$ cat config.mk
export PLATFORM = sky130hd
export DESIGN_NAME = multi_priority_linked_queue
export DESIGN_NICKNAME = d
export VERILOG_FILES = /design/src/rtl/core/mlq_pkg.sv /design/src/rtl/core/multi_priority_linked_queue.sv /design/src/rtl/core/mlq_ram.sv /design/src/rtl/core/mlq_engine.sv
export SDC_FILE = /design/constraint.sdc
export NUM_CORES = 1
export LEC_CHECK = 0
export ABC_AREA = 1
export BUFFER_PORTS_ARGS = -buffer_cell sky130_fd_sc_hd__buf_4
export CAP_MARGIN = 20
export CORE_MARGIN = 2
export CORE_UTILIZATION = 35
export CTS_CLUSTER_DIAMETER = 200
export DETAILED_ROUTE_END_ITERATION = 10
export GPL_TIMING_DRIVEN = 0
export HOLD_SLACK_MARGIN = 0.05
export SLEW_MARGIN = 30
export SYNTH_ARGS = -nofsm -noshare
export SYNTH_HDL_FRONTEND = slang
export SYNTH_SLANG_ARGS = --single-unit
$ cat constraint.sdc
create_clock -name clk -period 12.27 [get_ports clk]
set_clock_uncertainty 0.05 [all_clocks]
set_input_delay 1.8405 -clock clk [delete_from_list [all_inputs] [get_ports clk]]
set_output_delay 1.8405 -clock clk [all_outputs]
set_load 0.005 [all_outputs]
$ cat src/rtl/core/mlq_pkg.sv
// ----------------------------------------------------------------------------
// mlq_pkg
// Shared types, codes and defaults of the multi-priority linked queue.
// ----------------------------------------------------------------------------
package mlq_pkg;

  localparam int DEF_NUM_SLOTS  = 64;
  localparam int DEF_NUM_LEVELS = 4;
  localparam int ID_W           = 6;

  // operation codes
  localparam logic [1:0] FN_ENQ   = 2'd0;
  localparam logic [1:0] FN_REM   = 2'd1;
  localparam logic [1:0] FN_QUERY = 2'd2;

  // status codes
  localparam logic [1:0] STS_OK         = 2'd0;
  localparam logic [1:0] STS_QUEUED     = 2'd1;
  localparam logic [1:0] STS_NOT_QUEUED = 2'd2;

  typedef enum logic [2:0] {
    ST_CLEAR,
    ST_IDLE,
    ST_READ,
    ST_LINK,
    ST_FIX
  } state_t;

  typedef struct packed {
    logic [1:0]      status;
    logic            head_valid;
    logic [ID_W-1:0] head_id;
    logic            tail_valid;
    logic [ID_W-1:0] tail_id;
    logic            level_head_valid;
    logic [ID_W-1:0] level_head_id;
  } mlq_result_t;

endpackage

$ cat src/rtl/core/multi_priority_linked_queue.sv
// ----------------------------------------------------------------------------
// multi_priority_linked_queue
// Result word: registered after the read, link and fix passes of the accepted
//   input word; held back while m_tready is low.
// Pacing: a new word is taken only after the previous one leaves the fix
//   pass; the read pass and the two link write passes share the single-port
//   next/prev/slot memories.
// Reset: synchronous, then a clearing pass sweeps the slot table, s_tready low.
// ----------------------------------------------------------------------------
// Doubly linked queue of message slots ordered from the highest priority
// level down, FIFO within a level. Enqueue, remove or query one slot per
// word; every result word reports overall head, overall tail and the first
// slot of the queried level.
// ----------------------------------------------------------------------------
module multi_priority_linked_queue #(
  parameter int NUM_SLOTS  = mlq_pkg::DEF_NUM_SLOTS,
  parameter int NUM_LEVELS = mlq_pkg::DEF_NUM_LEVELS
) (
  input  logic        clk,
  input  logic        rst,
  input  logic        s_tvalid,
  output logic        s_tready,
  input  logic [7:0]  s_tdata,   // [5:0] msg_id, [7:6] priority_req
  input  logic [1:0]  s_tuser,   // [1:0] func
  output logic        m_tvalid,
  input  logic        m_tready,
  output logic [23:0] m_tdata    // [1:0] status, [2] head_valid, [8:3] head_id,
                                 // [9] tail_valid, [15:10] tail_id,
                                 // [16] level_head_valid, [22:17] level_head_id,
                                 // [23] zero
);

  mlq_pkg::mlq_result_t res;
  logic                 res_load;
  logic                 out_free;

  // the output register may take a new word once it is empty or being drained
  assign out_free = !m_tvalid || m_tready;

  mlq_engine #(
    .NUM_SLOTS (NUM_SLOTS),
    .NUM_LEVELS(NUM_LEVELS)
  ) u_engine (
    .clk     (clk),
    .rst     (rst),
    .in_valid(s_tvalid),
    .in_ready(s_tready),
    .in_func (s_tuser),
    .in_id   (s_tdata[5:0]),
    .in_prio (s_tdata[7:6]),
    .out_free(out_free),
    .res_load(res_load),
    .res     (res)
  );

  // hold valid until taken; load a fresh result when the engine finishes
  always_ff @(posedge clk) begin
    if (rst) begin
      m_tvalid <= 1'b0;
    end else if (res_load) begin
      m_tvalid <= 1'b1;
    end else if (m_tready) begin
      m_tvalid <= 1'b0;
    end
  end

  // pack fields lowest first
  always_ff @(posedge clk) begin
    if (res_load) begin
      m_tdata <= {1'b0,
                  res.level_head_id, res.level_head_valid,
                  res.tail_id, res.tail_valid,
                  res.head_id, res.head_valid,
                  res.status};
    end
  end

endmodule

$ cat src/rtl/core/mlq_ram.sv
// ----------------------------------------------------------------------------
// mlq_ram
// Single-port synchronous RAM with a registered read.
// ----------------------------------------------------------------------------
module mlq_ram #(
  parameter int DEPTH = 64,
  parameter int WIDTH = 8
) (
  input  logic                     clk,
  input  logic                     we,
  input  logic [$clog2(DEPTH)-1:0] addr,
  input  logic [WIDTH-1:0]         wdata,
  output logic [WIDTH-1:0]         rdata
);

  logic [WIDTH-1:0] mem [DEPTH];

  always_ff @(posedge clk) begin
    if (we) begin
      mem[addr] <= wdata;
    end
    rdata <= mem[addr];
  end

endmodule

$ cat src/rtl/core/mlq_engine.sv
// ----------------------------------------------------------------------------
// mlq_engine
// Sequencer for list operations: reads slot links, rewrites links in up to two
// passes and keeps head, per-level tails and per-level heads in registers.
// ----------------------------------------------------------------------------
module mlq_engine #(
  parameter int NUM_SLOTS  = mlq_pkg::DEF_NUM_SLOTS,
  parameter int NUM_LEVELS = mlq_pkg::DEF_NUM_LEVELS
) (
  input  logic                     clk,
  input  logic                     rst,
  input  logic                     in_valid,
  output logic                     in_ready,
  input  logic [1:0]               in_func,
  input  logic [mlq_pkg::ID_W-1:0] in_id,
  input  logic [1:0]               in_prio,
  input  logic                     out_free,
  output logic                     res_load,
  output mlq_pkg::mlq_result_t     res
);

  localparam int SW = $clog2(NUM_SLOTS);
  localparam int LW = (NUM_LEVELS > 1) ? $clog2(NUM_LEVELS) : 1;
  localparam int XW = (SW > mlq_pkg::ID_W) ? SW : mlq_pkg::ID_W;

  typedef struct packed {
    logic          vld;
    logic [SW-1:0] idx;
  } link_t;

  typedef struct packed {
    logic          queued;
    logic [LW-1:0] level;
  } info_t;

  mlq_pkg::state_t state, state_next;

  logic [SW-1:0] clr_cnt;
  logic          clr_last;

  link_t head;
  link_t tails  [NUM_LEVELS];
  link_t lheads [NUM_LEVELS];

  logic [1:0]    op_func;
  logic [SW-1:0] op_idx;
  logic          op_id_ok;
  logic [LW-1:0] op_lvl;
  link_t         before_r;
  link_t         after_r;
  logic [LW-1:0] rm_lvl;
  logic [1:0]    status_r;
  logic          do_op;

  // incoming word decode
  logic [XW-1:0] in_id_x;
  logic [SW-1:0] in_idx;
  logic [LW-1:0] in_lvl;
  logic          in_id_ok;
  link_t         ins_before;
  logic          accept;

  // memory ports
  logic          nx_we, pv_we, if_we;
  logic [SW-1:0] nx_addr, pv_addr, if_addr;
  link_t         nx_wdata, pv_wdata, nx_rdata, pv_rdata;
  info_t         if_wdata, if_rdata;

  // read-phase decisions
  logic [1:0] rd_status;
  logic       rd_ok;
  link_t      rd_after;

  // overall tail and result helpers
  link_t                   all_tail;
  logic [XW-1:0]           hx, tx, lx;
  logic [NUM_LEVELS-1:0]   tl_vld, lh_vld;

  assign in_id_x  = XW'(in_id);
  assign in_idx   = in_id_x[SW-1:0];
  assign in_id_ok = (int'(in_id) < NUM_SLOTS);
  assign accept   = in_valid && in_ready;
  assign clr_last = (clr_cnt == SW'(NUM_SLOTS - 1));

  always_comb begin
    if (int'(in_prio) >= NUM_LEVELS) begin
      in_lvl = LW'(NUM_LEVELS - 1);
    end else begin
      in_lvl = LW'(in_prio);
    end
  end

  // insert point: tail of the nearest populated level at or above in_lvl
  always_comb begin
    ins_before = '0;
    for (int l = NUM_LEVELS - 1; l >= 0; l--) begin
      if (l >= int'(in_lvl) && tails[l].vld) begin
        ins_before = tails[l];
      end
    end
  end

  // lowest populated level holds the overall tail
  always_comb begin
    all_tail = '0;
    for (int l = NUM_LEVELS - 1; l >= 0; l--) begin
      if (tails[l].vld) begin
        all_tail = tails[l];
      end
    end
  end

  always_comb begin
    for (int l = 0; l < NUM_LEVELS; l++) begin
      tl_vld[l] = tails[l].vld;
      lh_vld[l] = lheads[l].vld;
    end
  end

  mlq_ram #(.DEPTH(NUM_SLOTS), .WIDTH(SW + 1)) u_next (
    .clk(clk), .we(nx_we), .addr(nx_addr), .wdata(nx_wdata), .rdata(nx_rdata)
  );

  mlq_ram #(.DEPTH(NUM_SLOTS), .WIDTH(SW + 1)) u_prev (
    .clk(clk), .we(pv_we), .addr(pv_addr), .wdata(pv_wdata), .rdata(pv_rdata)
  );

  mlq_ram #(.DEPTH(NUM_SLOTS), .WIDTH(LW + 1)) u_info (
    .clk(clk), .we(if_we), .addr(if_addr), .wdata(if_wdata), .rdata(if_rdata)
  );

  // read phase: classify the request
  always_comb begin
    rd_status = mlq_pkg::STS_OK;
    rd_ok     = 1'b0;
    rd_after  = nx_rdata;
    if (op_func == mlq_pkg::FN_ENQ) begin
      rd_after = before_r.vld ? nx_rdata : head;
      if (!op_id_ok) begin
        rd_status = mlq_pkg::STS_NOT_QUEUED;
      end else if (if_rdata.queued) begin
        rd_status = mlq_pkg::STS_QUEUED;
      end else begin
        rd_ok = 1'b1;
      end
    end else if (op_func == mlq_pkg::FN_REM) begin
      if (!op_id_ok || !if_rdata.queued) begin
        rd_status = mlq_pkg::STS_NOT_QUEUED;
      end else begin
        rd_ok = 1'b1;
      end
    end
  end

  // next state
  always_comb begin
    state_next = state;
    unique case (state)
      mlq_pkg::ST_CLEAR: if (clr_last) state_next = mlq_pkg::ST_IDLE;
      mlq_pkg::ST_IDLE:  if (in_valid) state_next = mlq_pkg::ST_READ;
      mlq_pkg::ST_READ:  state_next = mlq_pkg::ST_LINK;
      mlq_pkg::ST_LINK:  state_next = mlq_pkg::ST_FIX;
      mlq_pkg::ST_FIX:   if (out_free) state_next = mlq_pkg::ST_IDLE;
      default:           state_next = mlq_pkg::ST_CLEAR;
    endcase
  end

  // outputs: memory ports and handshake
  always_comb begin
    in_ready = 1'b0;
    res_load = 1'b0;
    nx_we    = 1'b0;
    pv_we    = 1'b0;
    if_we    = 1'b0;
    nx_addr  = op_idx;
    pv_addr  = op_idx;
    if_addr  = op_idx;
    nx_wdata = '0;
    pv_wdata = '0;
    if_wdata = '0;
    unique case (state)
      mlq_pkg::ST_CLEAR: begin
        if_we   = 1'b1;
        if_addr = clr_cnt;
      end
      mlq_pkg::ST_IDLE: begin
        in_ready = 1'b1;
        pv_addr  = in_idx;
        if_addr  = in_idx;
        nx_addr  = (in_func == mlq_pkg::FN_ENQ && ins_before.vld) ? ins_before.idx : in_idx;
      end
      mlq_pkg::ST_READ: begin
      end
      mlq_pkg::ST_LINK: begin
        if (do_op && op_func == mlq_pkg::FN_ENQ) begin
          nx_we    = 1'b1;
          nx_wdata = after_r;
          pv_we    = 1'b1;
          pv_wdata = before_r;
          if_we    = 1'b1;
          if_wdata = '{queued: 1'b1, level: op_lvl};
        end else if (do_op) begin
          if_we    = 1'b1;
          pv_we    = after_r.vld;
          pv_addr  = after_r.idx;
          pv_wdata = before_r;
          nx_we    = before_r.vld;
          nx_addr  = before_r.idx;
          nx_wdata = after_r;
        end
      end
      mlq_pkg::ST_FIX: begin
        res_load = out_free;
        if (do_op && op_func == mlq_pkg::FN_ENQ) begin
          nx_we    = before_r.vld;
          nx_addr  = before_r.idx;
          nx_wdata = '{vld: 1'b1, idx: op_idx};
          pv_we    = after_r.vld;
          pv_addr  = after_r.idx;
          pv_wdata = '{vld: 1'b1, idx: op_idx};
        end
      end
      default: begin
      end
    endcase
  end

  always_ff @(posedge clk) begin
    if (rst) begin
      state   <= mlq_pkg::ST_CLEAR;
      clr_cnt <= '0;
      head    <= '0;
      do_op   <= 1'b0;
      for (int l = 0; l < NUM_LEVELS; l++) begin
        tails[l]  <= '0;
        lheads[l] <= '0;
      end
    end else begin
      state <= state_next;
      if (state == mlq_pkg::ST_CLEAR) begin
        clr_cnt <= clr_cnt + SW'(1);
      end
      if (state == mlq_pkg::ST_READ) begin
        do_op <= rd_ok;
      end
      if (state == mlq_pkg::ST_LINK && do_op) begin
        if (op_func == mlq_pkg::FN_ENQ) begin
          if (!before_r.vld) begin
            head <= '{vld: 1'b1, idx: op_idx};
          end
          tails[op_lvl] <= '{vld: 1'b1, idx: op_idx};
          if (!tails[op_lvl].vld) begin
            lheads[op_lvl] <= '{vld: 1'b1, idx: op_idx};
          end
        end else begin
          if (head.vld && head.idx == op_idx) begin
            head <= after_r;
          end
          // repair the level: tail falls back, head moves on
          if (tails[rm_lvl].vld && tails[rm_lvl].idx == op_idx) begin
            tails[rm_lvl] <= (lheads[rm_lvl].vld && lheads[rm_lvl].idx == op_idx)
                             ? link_t'('0) : before_r;
          end
          if (lheads[rm_lvl].vld && lheads[rm_lvl].idx == op_idx) begin
            lheads[rm_lvl] <= (tails[rm_lvl].vld && tails[rm_lvl].idx == op_idx)
                              ? link_t'('0) : after_r;
          end
        end
      end
    end
  end

  // operation payload
  always_ff @(posedge clk) begin
    if (accept) begin
      op_func  <= in_func;
      op_idx   <= in_idx;
      op_id_ok <= in_id_ok;
      op_lvl   <= in_lvl;
      before_r <= ins_before;
    end
    if (state == mlq_pkg::ST_READ) begin
      status_r <= rd_status;
      after_r  <= rd_after;
      rm_lvl   <= if_rdata.level;
      if (op_func == mlq_pkg::FN_REM) begin
        before_r <= pv_rdata;
      end
    end
  end

  assign hx = XW'(head.idx);
  assign tx = XW'(all_tail.idx);
  assign lx = XW'(lheads[op_lvl].idx);

  always_comb begin
    res.status           = status_r;
    res.head_valid       = head.vld;
    res.head_id          = head.vld ? hx[mlq_pkg::ID_W-1:0] : '0;
    res.tail_valid       = all_tail.vld;
    res.tail_id          = all_tail.vld ? tx[mlq_pkg::ID_W-1:0] : '0;
    res.level_head_valid = lheads[op_lvl].vld;
    res.level_head_id    = lheads[op_lvl].vld ? lx[mlq_pkg::ID_W-1:0] : '0;
  end

  a_level_pair: assert property (@(posedge clk) disable iff (rst)
    tl_vld == lh_vld)
    else $error("level head and tail disagree on occupancy");

  a_head_any: assert property (@(posedge clk) disable iff (rst)
    head.vld == (|tl_vld))
    else $error("queue head valid does not match level occupancy");

  a_reject_quiet: assert property (@(posedge clk) disable iff (rst)
    ((state == mlq_pkg::ST_LINK || state == mlq_pkg::ST_FIX) && !do_op)
      |-> !(nx_we || pv_we || if_we))
    else $error("memory written for a rejected or query word");

  a_clear_len: assert property (@(posedge clk) disable iff (rst)
    (state == mlq_pkg::ST_IDLE && $past(state) == mlq_pkg::ST_CLEAR)
      |-> $past(clr_cnt) == SW'(NUM_SLOTS - 1))
    else $error("clearing pass ended early");

endmodule

[After elaboration in Yosys (flattened, before gate mapping)]
Memory sizes are Yosys's and may differ from the RTL's. A register that Yosys moved wholly into a read port is not among the register bits.
Cells that the tools add are included.
Cells by class
  $add $sub $neg: 1
  $mul: 0
  div/mod/pow operators: 0
  order comparisons: 3
  equal/unequal tests: 13
  shift operators: 0
  multiplexer cells: 106
  bitwise gates (word level): 0
  reductions and logical operators: 23
Operator list (count)
  $mux W7: 26
  $mux W1: 48
  $mux W6: 7
  $pmux W6 S3: 2
  $pmux W7 S2: 2
  $reduce_or A7 Y1: 4
  $mux W2: 11
  $eq A6 B6 Y1: 3
  $mux W3: 5
  $pmux W3 S5: 1
  $pmux W6 S2: 1
  $logic_and A1 B1 Y1: 10
  $add A6 B1 Y6 const B: 1
  $eq A3 B2 Y1 const B: 2
  $eq A6 B6 Y1 const B: 1
  $pmux W1 S2: 3
  $reduce_and A3 Y1: 2
  $ge A1 B2 Y1 const A: 2
  $logic_not A2 Y1: 2
  $ne A2 B1 Y1 const B: 2
  $ne A2 B2 Y1 const B: 2
  $reduce_bool A2 Y1: 2
  $eq A3 B1 Y1 const B: 1
  $eq A3 B3 Y1 const B: 1
  5 further kinds: 5
Word-level totals
  flip-flop bits (word level): 69
  bits in latches: 0
  bits in writable memories: 1144
  memory bits (read-only): 0
  input bits: 14
  output and inout port bits: 26
  word-level logic and storage cells: 170
  memories kept: 5
Memory list
  u_engine.u_next.mem: words 64, width 7, read ports 1, clocked after memory_dff 1, wr ports 1, RTL line mlq_ram.sv:16  | logic [WIDTH-1:0] mem [DEPTH];
  u_engine.u_prev.mem: words 64, width 7, read ports 1, clocked after memory_dff 1, wr ports 1, RTL line mlq_ram.sv:16
  u_engine.u_info.mem: words 64, width 3, read ports 1, clocked after memory_dff 1, wr ports 1, RTL line mlq_ram.sv:16
  u_engine.lheads: words 4, width 7, read ports 2, clocked after memory_dff 2, wr ports 4, RTL line mlq_engine.sv:43  | link_t lheads [NUM_LEVELS];
  u_engine.tails: words 4, width 7, read ports 6, clocked after memory_dff 2, wr ports 4, RTL line mlq_engine.sv:42  | link_t tails [NUM_LEVELS];

[Depth between registers and ports, before layout]
Gate-level depths: netlist of the first run.
  depth in word-level cells: 9
  mapped depth: 22
  depth with buffers taken out: 19

[Hierarchy]
A second synthesis of the first run with hierarchy kept.
Unflattened totals
  cell total of the unflattened synthesis: 5631
  area, all modules: 54492.3 µm²
By module, submodules not included
  mlq_ram at u_engine.u_next ...: times used 2, cells an instance 1904, area an instance 19312.3 µm², seq. area each 13593.0 µm²
  mlq_ram at u_engine.u_info: times used 1, cells an instance 862, area an instance 8471.9 µm², seq. area each 5825.6 µm²
  mlq_engine: times used 1, cells an instance 931, area an instance 6651.4 µm², seq. area each 2872.8 µm²
  multi_priority_linked_queue: times used 1, cells an instance 30, area an instance 744.5 µm², seq. area each 710.7 µm²

[Worst setup path before layout of the first run]
No wires, ideal clock.
  kind: register -> register
  start: register u_engine.do_op
  end: memory u_engine.u_next.mem[0][6] in the netlist's numbering (data pin)
  setup time: 0.702 ns
  data arrival time: 3.494 ns
  data required time: 11.518 ns
  setup slack: 8.024 ns
  cell stages (with the launch flop): 6
  path buffers: 1
  clock period less this slack: 4.246 ns
  cells stage by stage: dfxtp_1 > inv_1 > clkbuf_1 > nor2_1 > inv_1 > o21ai_0
RTL lines
  start, declared: RTL line mlq_engine.sv:53  | logic do_op;
  start signal, assigned: RTL line mlq_engine.sv:244  | do_op <= rd_ok;
  end, declared: RTL line mlq_ram.sv:16

[Final worst setup path of the first run]
  start: input port s_tdata[7]
  end: memory u_engine.u_next.mem[25][0] in the netlist's numbering, enable pin
Between the ends
  longest elaborated chain between the ends: 8
  elaborated cells between the ends (all ways): 12
  those cells by class: order compare: 3; mux: 5; reduce/logical: 4
Ends and longest elaborated chain
  start, declared: RTL line multi_priority_linked_queue.sv:23  | input logic [7:0] s_tdata,
  $ge A2 B2 Y1: RTL line mlq_engine.sv:97  | if (l >= int'(in_lvl) && tails[l].vld) begin
  $logic_and A1 B1 Y1: RTL line mlq_engine.sv:97
  $mux W7 (2 in series): RTL line mlq_engine.sv:97
  $mux W7 *: RTL line mlq_engine.sv:97
  $logic_and A1 B1 Y1: RTL line mlq_engine.sv:190  | nx_addr = (in_func == mlq_pkg::FN_ENQ && ins_before.vld) ? ins_before.idx : in_idx;
  $mux W6 *: RTL line mlq_engine.sv:190
  $pmux W6 S3 *: RTL line mlq_engine.sv:181  | unique case (state)
Mark *: on every way between the ends. The rest lies on a longest branch, timed or not.

==> summary.txt, run 1 <==
Outcome
  • Status: finished clean

Layout
  • ANT cells: 0
  • Register area: 36600 um2
  • P&R area growth vs syn: 16.35%
  • Fin area: between 60000 and 70000 um2
  • Number of fill cells: 14250
  • Share of layout cells above drive strength 1: 0.09473
  • Final core occ: 0.4110
  • Final nets: 5395
  • Area occupied by multi-input gates: 14750 um2

Routing
  • Post-route DRC: 0
  • First drt pass iteration count: 7
  • DRT Wirelength: 159700 um
  • DR vias: between 30000 and 40000
  • Post-DR wirelength/cell: around 21 um
  • Initial drt markers: between 4000 and 5000
  • Avg Vias per Cell: 5.134
  • Routed Antenna Nets: 0

Synth
  • Sequential fraction of the synthesis area: 0.6900
  • Syn. warnings: 0
  • Top cell type's share of synthesized area: 0.6727
  • Syn Nets: 5166
  • Post-synth ARST share: 0
  • Area of the mapped netlist: 53030 um2
  • Top-count cell post-synth: nand2_1
  • Post-synth top area cell: edfxtp_1
  • Area contributors post-synth: edfxtp_1 67%, nand2_1 17%, nor2_1 2.7%, nand3_1 2.1%, dfxtp_1 1.7%
  • Syn Area/Cell: roughly 10 um2
  • Synth cell types: 53
  • #FFs+latches synth: 1234
  • Synth top cells by count: 2437 x nand2_1, 1188 x edfxtp_1, 384 x nor2_1, 218 x nand3_1, 164 x inv_1
  • Primary FF master, synth: edfxtp_1
  • Cells after Synth: 5151
  • Post-synth EDFFs: 1188

CTS
  • Clk Latency, worst-skew pair: 0.79 ns
  • H-tree levels: 4
  • # resized after CTS: 0
  • Postcts setup bufs: 0
  • Clock sinks: 1234
  • CTS tree: built
  • CTS Buffer Depth: 3
  • CTS root buf: clkbuf_16
  • CTS Buf Count: 135
  • Hold_buf cts: 0
  • Clock slew at reported path FFs: 0.06 ns

Floorplan
  • Die height: 393.3 um
  • Initial Util: 0.3532
  • Cell Rows: 142
  • Total core area: 150100 um2
  • Num ports: 40
  • Die area: 154700 um2
  • Die width: 393.3 um

STA
  • Tcrit/Tclk final: 0.4335
  • Crit path time final: 5.319 ns
  • Setup violators final: 0
  • Worst-Margin Slew: 1.069 ns
  • Max Clock Freq: around 190 MHz
  • Final hold violations: 0
  • RSZ-0062 raised after global routing: no
  • Pins Over Slew Limit: 0
  • Slew HR: 0.2798
  • Setup TNS Final: 0 ns

Global routing
  • Vias in the first global route: 36330
  • Initial antenna violation count: 4
  • First-pass GRT wire length: 233500 um
  • Gr ovfl total: 0
  • GRT Util Overall: 0.2042
  • Largest net degree at the start of global routing: 30

Worst setup path
  • CP Max Fanout: 10
  • Data required time of the worst path: around 13 ns
  • Critical path launch point type: input pin
  • Crit. End Element: flop
  • Critical path class: in -> reg
  • WP data arrival: 5.67 ns

Place
  • GP Congestion: 0.9540
  • Port Buffers: 37
  • Area of placed instances: 57160 um2
  • Dpl hpwl: around 110000 um

Power
  • Tot Pwr: between 0.008 and 0.009 W
  • Leakage: between 20 and 30 nW
  • VDD IR-drop max: 0.1430 mV
  • Power Dens Cells: 143.3 nW/um2

Min path
  • Hold crit path type: reg -> reg

Run
  • Max-cap viol count: 0
## worst paths after layout
| kind | start | end | slack, ns | cells past startpoint |
|---|---|---|---|---|
| hold / removal | u_engine.status_r[1] | m_tdata[1] | 0.37 | 0 |
| hold reg to reg | u_engine.status_r[1] | m_tdata[1] | 0.37 | 0 |
| setup reg to reg | u_engine.op_func[1] | u_engine.u_prev.mem[35][5] | 7.57 | 11 |
| setup / recovery | s_tdata[7] | u_engine.u_next.mem[25][0] | 6.95 | 16 |
## power by group
group          switching, W  internal, W
combinational     0.0000944    0.0000312
sequential        0.0000120      0.00457
clock               0.00176      0.00238
total               0.00186      0.00698
## layout by cell type (no fill, tap or decap), types with 6 or more instances in the layout
master / count
buf_4: 54
clkinv_2: 22
nor2_1: 379
buf_8: 30
clkbuf_16: 141
a21oi_1: 75
edfxtp_1: 1188
o21ai_1: 36
nand2_2: 7
a22oi_1: 70
buf_2: 112
dfxtp_1: 46
nor3_1: 11
o22ai_1: 8
clkbuf_1: 88
clkinv_1: 30
nor2_2: 10
nor2_4: 6
inv_2: 19
buf_6: 20
o21ai_0: 121
nand4_1: 33
clkbuf_8: 6
nand3_1: 218
inv_16: 7
bufinv_16: 10
inv_1: 164
a31oi_1: 11
o22ai_4: 12
o2111ai_1: 8
buf_16: 23
nand2_1: 2437
buf_1: 13
## worst max-delay path: stages
cell	delay [ns]
buf_4	0.15
nand2_1	0.20
nand2_2	0.19
nand3_1	0.21
nand2_1	0.14
inv_2	0.15
nand3_1	0.10
nand2_1	0.08
nand2_1	0.05
nand2_1	0.27
nand2_1	0.24
inv_2	0.15
buf_2	0.32
buf_2	0.31
nand2_1	0.48
nor2_1	0.78
## layout make-up
class                   instances  share of cell area
plain buffers                 230             0.01961
clock buffers                 168             0.05980
clock inverters                78             0.01377
inverters                     188             0.01144
multi-input cells            3499              0.2391
flip-flops and latches       1234              0.5930
well taps                    2016             0.04088
repair buffers                 92             0.02236
## kinds of logic after synthesis
logic type	count (synthesis)	synth area share
AOI/OAI and AO/OA	372	0.04164
xor gates and xnor gates	8	0.001321
adders and majority gates	1	0.0002359
buffers and inverters	418	0.03607
DFF	1234	0.6900
muxes	3	0.0006370
other	1	0.00007071
and+or+nand+nor	3114	0.2300
## metal layers
metal,part of all wire,wire length [um],track usage,vias up
met5,0.00038,60,0,-
met4,0.038,6131,0.07830,8
met3,0.095,15200,0.03872,371
met2,0.44,70990,0.3152,1936
met1,0.42,67340,0.2848,18470
li1,-,-,-,17750
## sequential cells by signal, summed over array words and instances (netlist names), 7 cells and up, named ones only
register and count:
u_engine.before_r 7, m_tdata 23, u_engine.u_info.mem 192, u_engine.u_next.rdata 7, u_engine.tails 28, u_engine.u_next.mem 448, u_engine.u_prev.mem 448, u_engine.lheads 28
u_engine.u_prev.rdata 7, u_engine.after_r 7
## metrics by stage
step,cells,hold WS [ns],setup slack [ns]
after floorplan,5151,0.3503,8.024
after global placement,7204,0.3570,3.413
after detailed placement,7259,0.3565,6.139
after CTS,7505,0.3703,6.941
after global routing,7505,0.3810,6.921
final,7505,0.3718,6.951
(Power assumes the default switching activity.)
==> run 2: changes to the inputs <==
- clock period: 12.27 -> 4.7 ns (I/O delays scaled with it)
==> run 2 against run 1 <==
Net effect: the run now ends with negative setup slack left; setup slack worse by 7.0 ns; critical path depth is 7 lower; sequential share of layout area hardly changed; die area stayed put; routed wire length hardly changed; sequential power grew to 2.6 times the previous value; register-to-register slack worse by 7.6 ns; cell count hardly changed; design area hardly changed; via count is 0.51% higher.
==> summary.txt, run 2 (same netlist as run 1, synthesis figures left out) <==
STA
  • Slew HR: 0.2906 (+0.01076)
  • Crit path time final: 4.704 ns
  • RSZ-0062 raised after global routing: no
  • Pins Over Slew Limit: 0 (unchanged)
  • Worst-Margin Slew: 1.060 ns (-0.008756 ns)
  • Setup TNS Final: -0.01254 ns (-0.01254 ns)
  • Tcrit/Tclk final: 1.001
  • Final hold violations: 0 (unchanged)
  • Post-layout worst setup margin: -0.004341 ns (-6.955 ns)
  • Setup violators final: 4 (+4)
  • Max Clock Freq: 212.6 MHz

Min path
  • Hold Path Stages: 1 (+1)
  • Worst hold start: s_tuser[0]
  • Hold crit path type: in -> reg

Global routing
  • GRT Util Overall: 0.2043 (about the same)
  • Initial antenna violation count: 4 (unchanged)
  • Gr ovfl total: 0 (unchanged)
  • Vias in the first global route: 36310 (-0.055%)
  • First-pass GRT wire length: 233500 um (about the same)
  • Largest net degree at the start of global routing: 30 (unchanged)

Floorplan
  • Initial Util: 0.3532 (unchanged)
  • Cell Rows: 142 (unchanged)
  • Die area: 154700 um2 (unchanged)
  • Num ports: 40 (unchanged)
  • Die height: 393.3 um (unchanged)
  • Total core area: 150100 um2 (unchanged)
  • Die width: 393.3 um (unchanged)

Worst setup path
  • Worst setup startpoint: u_engine.op_func[1]
  • CP Max Fanout: 10 (unchanged)
  • Critical path class: reg -> reg
  • Crit. End Element: flop
  • Critical path launch point type: flop
  • Data required time of the worst path: 5.07 ns (-7.55 ns)
  • Depth of the most critical reg-to-reg path: 9 (-2)
  • Critical R2R Launch: u_engine.op_func[1]
  • WP data arrival: 5.07 ns (-0.60 ns)

Routing
  • Routed Antenna Nets: 0 (unchanged)
  • Initial drt markers: 4867 (-0.82%)
  • DRT Wirelength: 159700 um (about the same)
  • First drt pass iteration count: 7 (unchanged)
  • Avg Vias per Cell: 5.160 (+0.49%)
  • DR vias: 38730 (+0.51%)
  • Post-DR wirelength/cell: 21.28 um (about the same)
  • Post-route DRC: 0 (unchanged)

CTS
  • CTS root buf: clkbuf_16
  • CTS Buffer Depth: 3 (unchanged)
  • H-tree levels: 4 (unchanged)
  • Hold_buf cts: 0 (unchanged)
  • Postcts setup bufs: 0 (unchanged)
  • Clock sinks: 1234 (unchanged)
  • Clk Latency, worst-skew pair: 0.78 ns (about the same)
  • CTS Buf Count: 135 (unchanged)
  • Clock slew at reported path FFs: 0.06 ns (about the same)
  • CTS tree: built

Power
  • Power Dens Cells: 374.0 nW/um2 (+160%)
  • Leakage: 23.38 nW (-12%)
  • Net Switching: 0.004862 W (+160%)
  • Combinational share of power: 0.014 (about the same)
  • Tot Pwr: 0.02308 W (+160%)
  • Seq pwr share: 0.518 (about the same)
  • VDD IR-drop max: 0.3755 mV (+160%)
  • Power Internal: 0.01822 W (+160%)
  • Clock share of power: 0.468 (about the same)
  • Switching Share: 0.2106 (about the same)

Run
  • Max-cap viol count: 0 (unchanged)

Place
  • Placed cell count: 7259 (unchanged)
  • Dpl hpwl: 111100 um (unchanged)
  • GP Congestion: 0.9540 (unchanged)
  • Area of placed instances: 57160 um2 (unchanged)
  • Port Buffers: 37 (unchanged)

Layout
  • Largest regs: u_engine.u_next.mem x448, u_engine.u_prev.mem x448, u_engine.u_info.mem x192
  • Share of layout cells above drive strength 1: 0.09510 (+0.0003644)
  • P&R area growth vs syn: 16.37% (about the same)
  • Number of fill cells: 14260 (+0.0070%)
  • Finished Layout Cells: 7506 (+0.013%)
  • Final nets: 5395 (unchanged)
  • Fin area: 61710 um2 (about the same)
  • Commonest cells after routing, fill and taps aside: 2437 x nand2_1, 1188 x edfxtp_1, 377 x nor2_1, 218 x nand3_1, 164 x inv_1
  • Most common cell after layout, fill and taps aside: nand2_1

Outcome
  • Failing checks: negative setup slack
  • Status: finished, violations left
-- run 2: cell types whose count changed in the layout (fill, tap and decap cells not counted) --
cell / change
nor2_1: -2
nor2_2: +2
diode_2: +1
-- run 2: area by class of cell --
class                           instances  area, um2  area share
Antenna cell                            1      2.502  0.00004055
Buffer                                230       1210     0.01961
Clock buffer                          168       3690     0.05979
Clock inverter                         78      849.6     0.01377
Inverter                              188      705.7     0.01143
Multi-Input combinational cell       3499      14760      0.2392
Sequential cell                      1234      36600      0.5930
Tap cell                             2016       2522     0.04087
Timing Repair Buffer                   92       1380     0.02236
-- run 2: final timing paths --
check,to,slack [ns]
worst max-delay path,u_engine.u_prev.mem[9][0],-0.004
worst min-delay path,u_engine.op_func[0],0.1
worst max register to register,u_engine.u_prev.mem[9][0],-0.004
worst min register to register,m_tdata[1],0.37
-- run 2: power groups by stage --
stage                     logic [W]  clock network (W)  registers [W]
after global routing       0.000345             0.0113         0.0120
after global placement     0.000305                  0         0.0122
after detailed placement   0.000314                  0         0.0122
after CTS                  0.000316             0.0109         0.0120
final                      0.000326             0.0108         0.0120
after floorplan            0.000176                  0         0.0122
-- run 2: worst max-delay path: stages (launching register included) --
cell      delay (ns)
edfxtp_1        0.47
nor2_4          0.32
nand2_2         0.20
buf_2           0.24
o21ai_0         0.19
nand4_1         0.11
nand2_1         0.29
clkbuf_1        0.54
nand4_1         0.85
nor2_1          1.05
-- run 2: repair_timing --
action	4_1_cts	5_1_grt
setup endpoints to repair	0	14
endpoints found under the hold margin	0	0
resized for setup	0	2
-- run 2: stage by stage --
stage / hold WS [ns] / util / setup WS, ns
floorplan: 0.3503 / - / 0.4543
global placement: 0.3570 / 0.3719 / -4.157
detailed placement: 0.3565 / 0.3807 / -0.2960
CTS: 0.06232 / 0.4110 / 0.1373
global route: 0.07521 / 0.4111 / 0.004815
finish: 0.09963 / 0.4111 / -0.004341
-- run 2: per-layer routing --
layer  global-route usage  routed length, um  vias to the layer above  part of all wire
li1                     -                  -                    17750                 -
met4              0.07802               6062                        6             0.038
met1               0.2852              67350                    18630              0.42
met2               0.3150              70970                     1979              0.44
met5                    0                 40                        -           0.00025
met3              0.03868              15290                      363             0.096
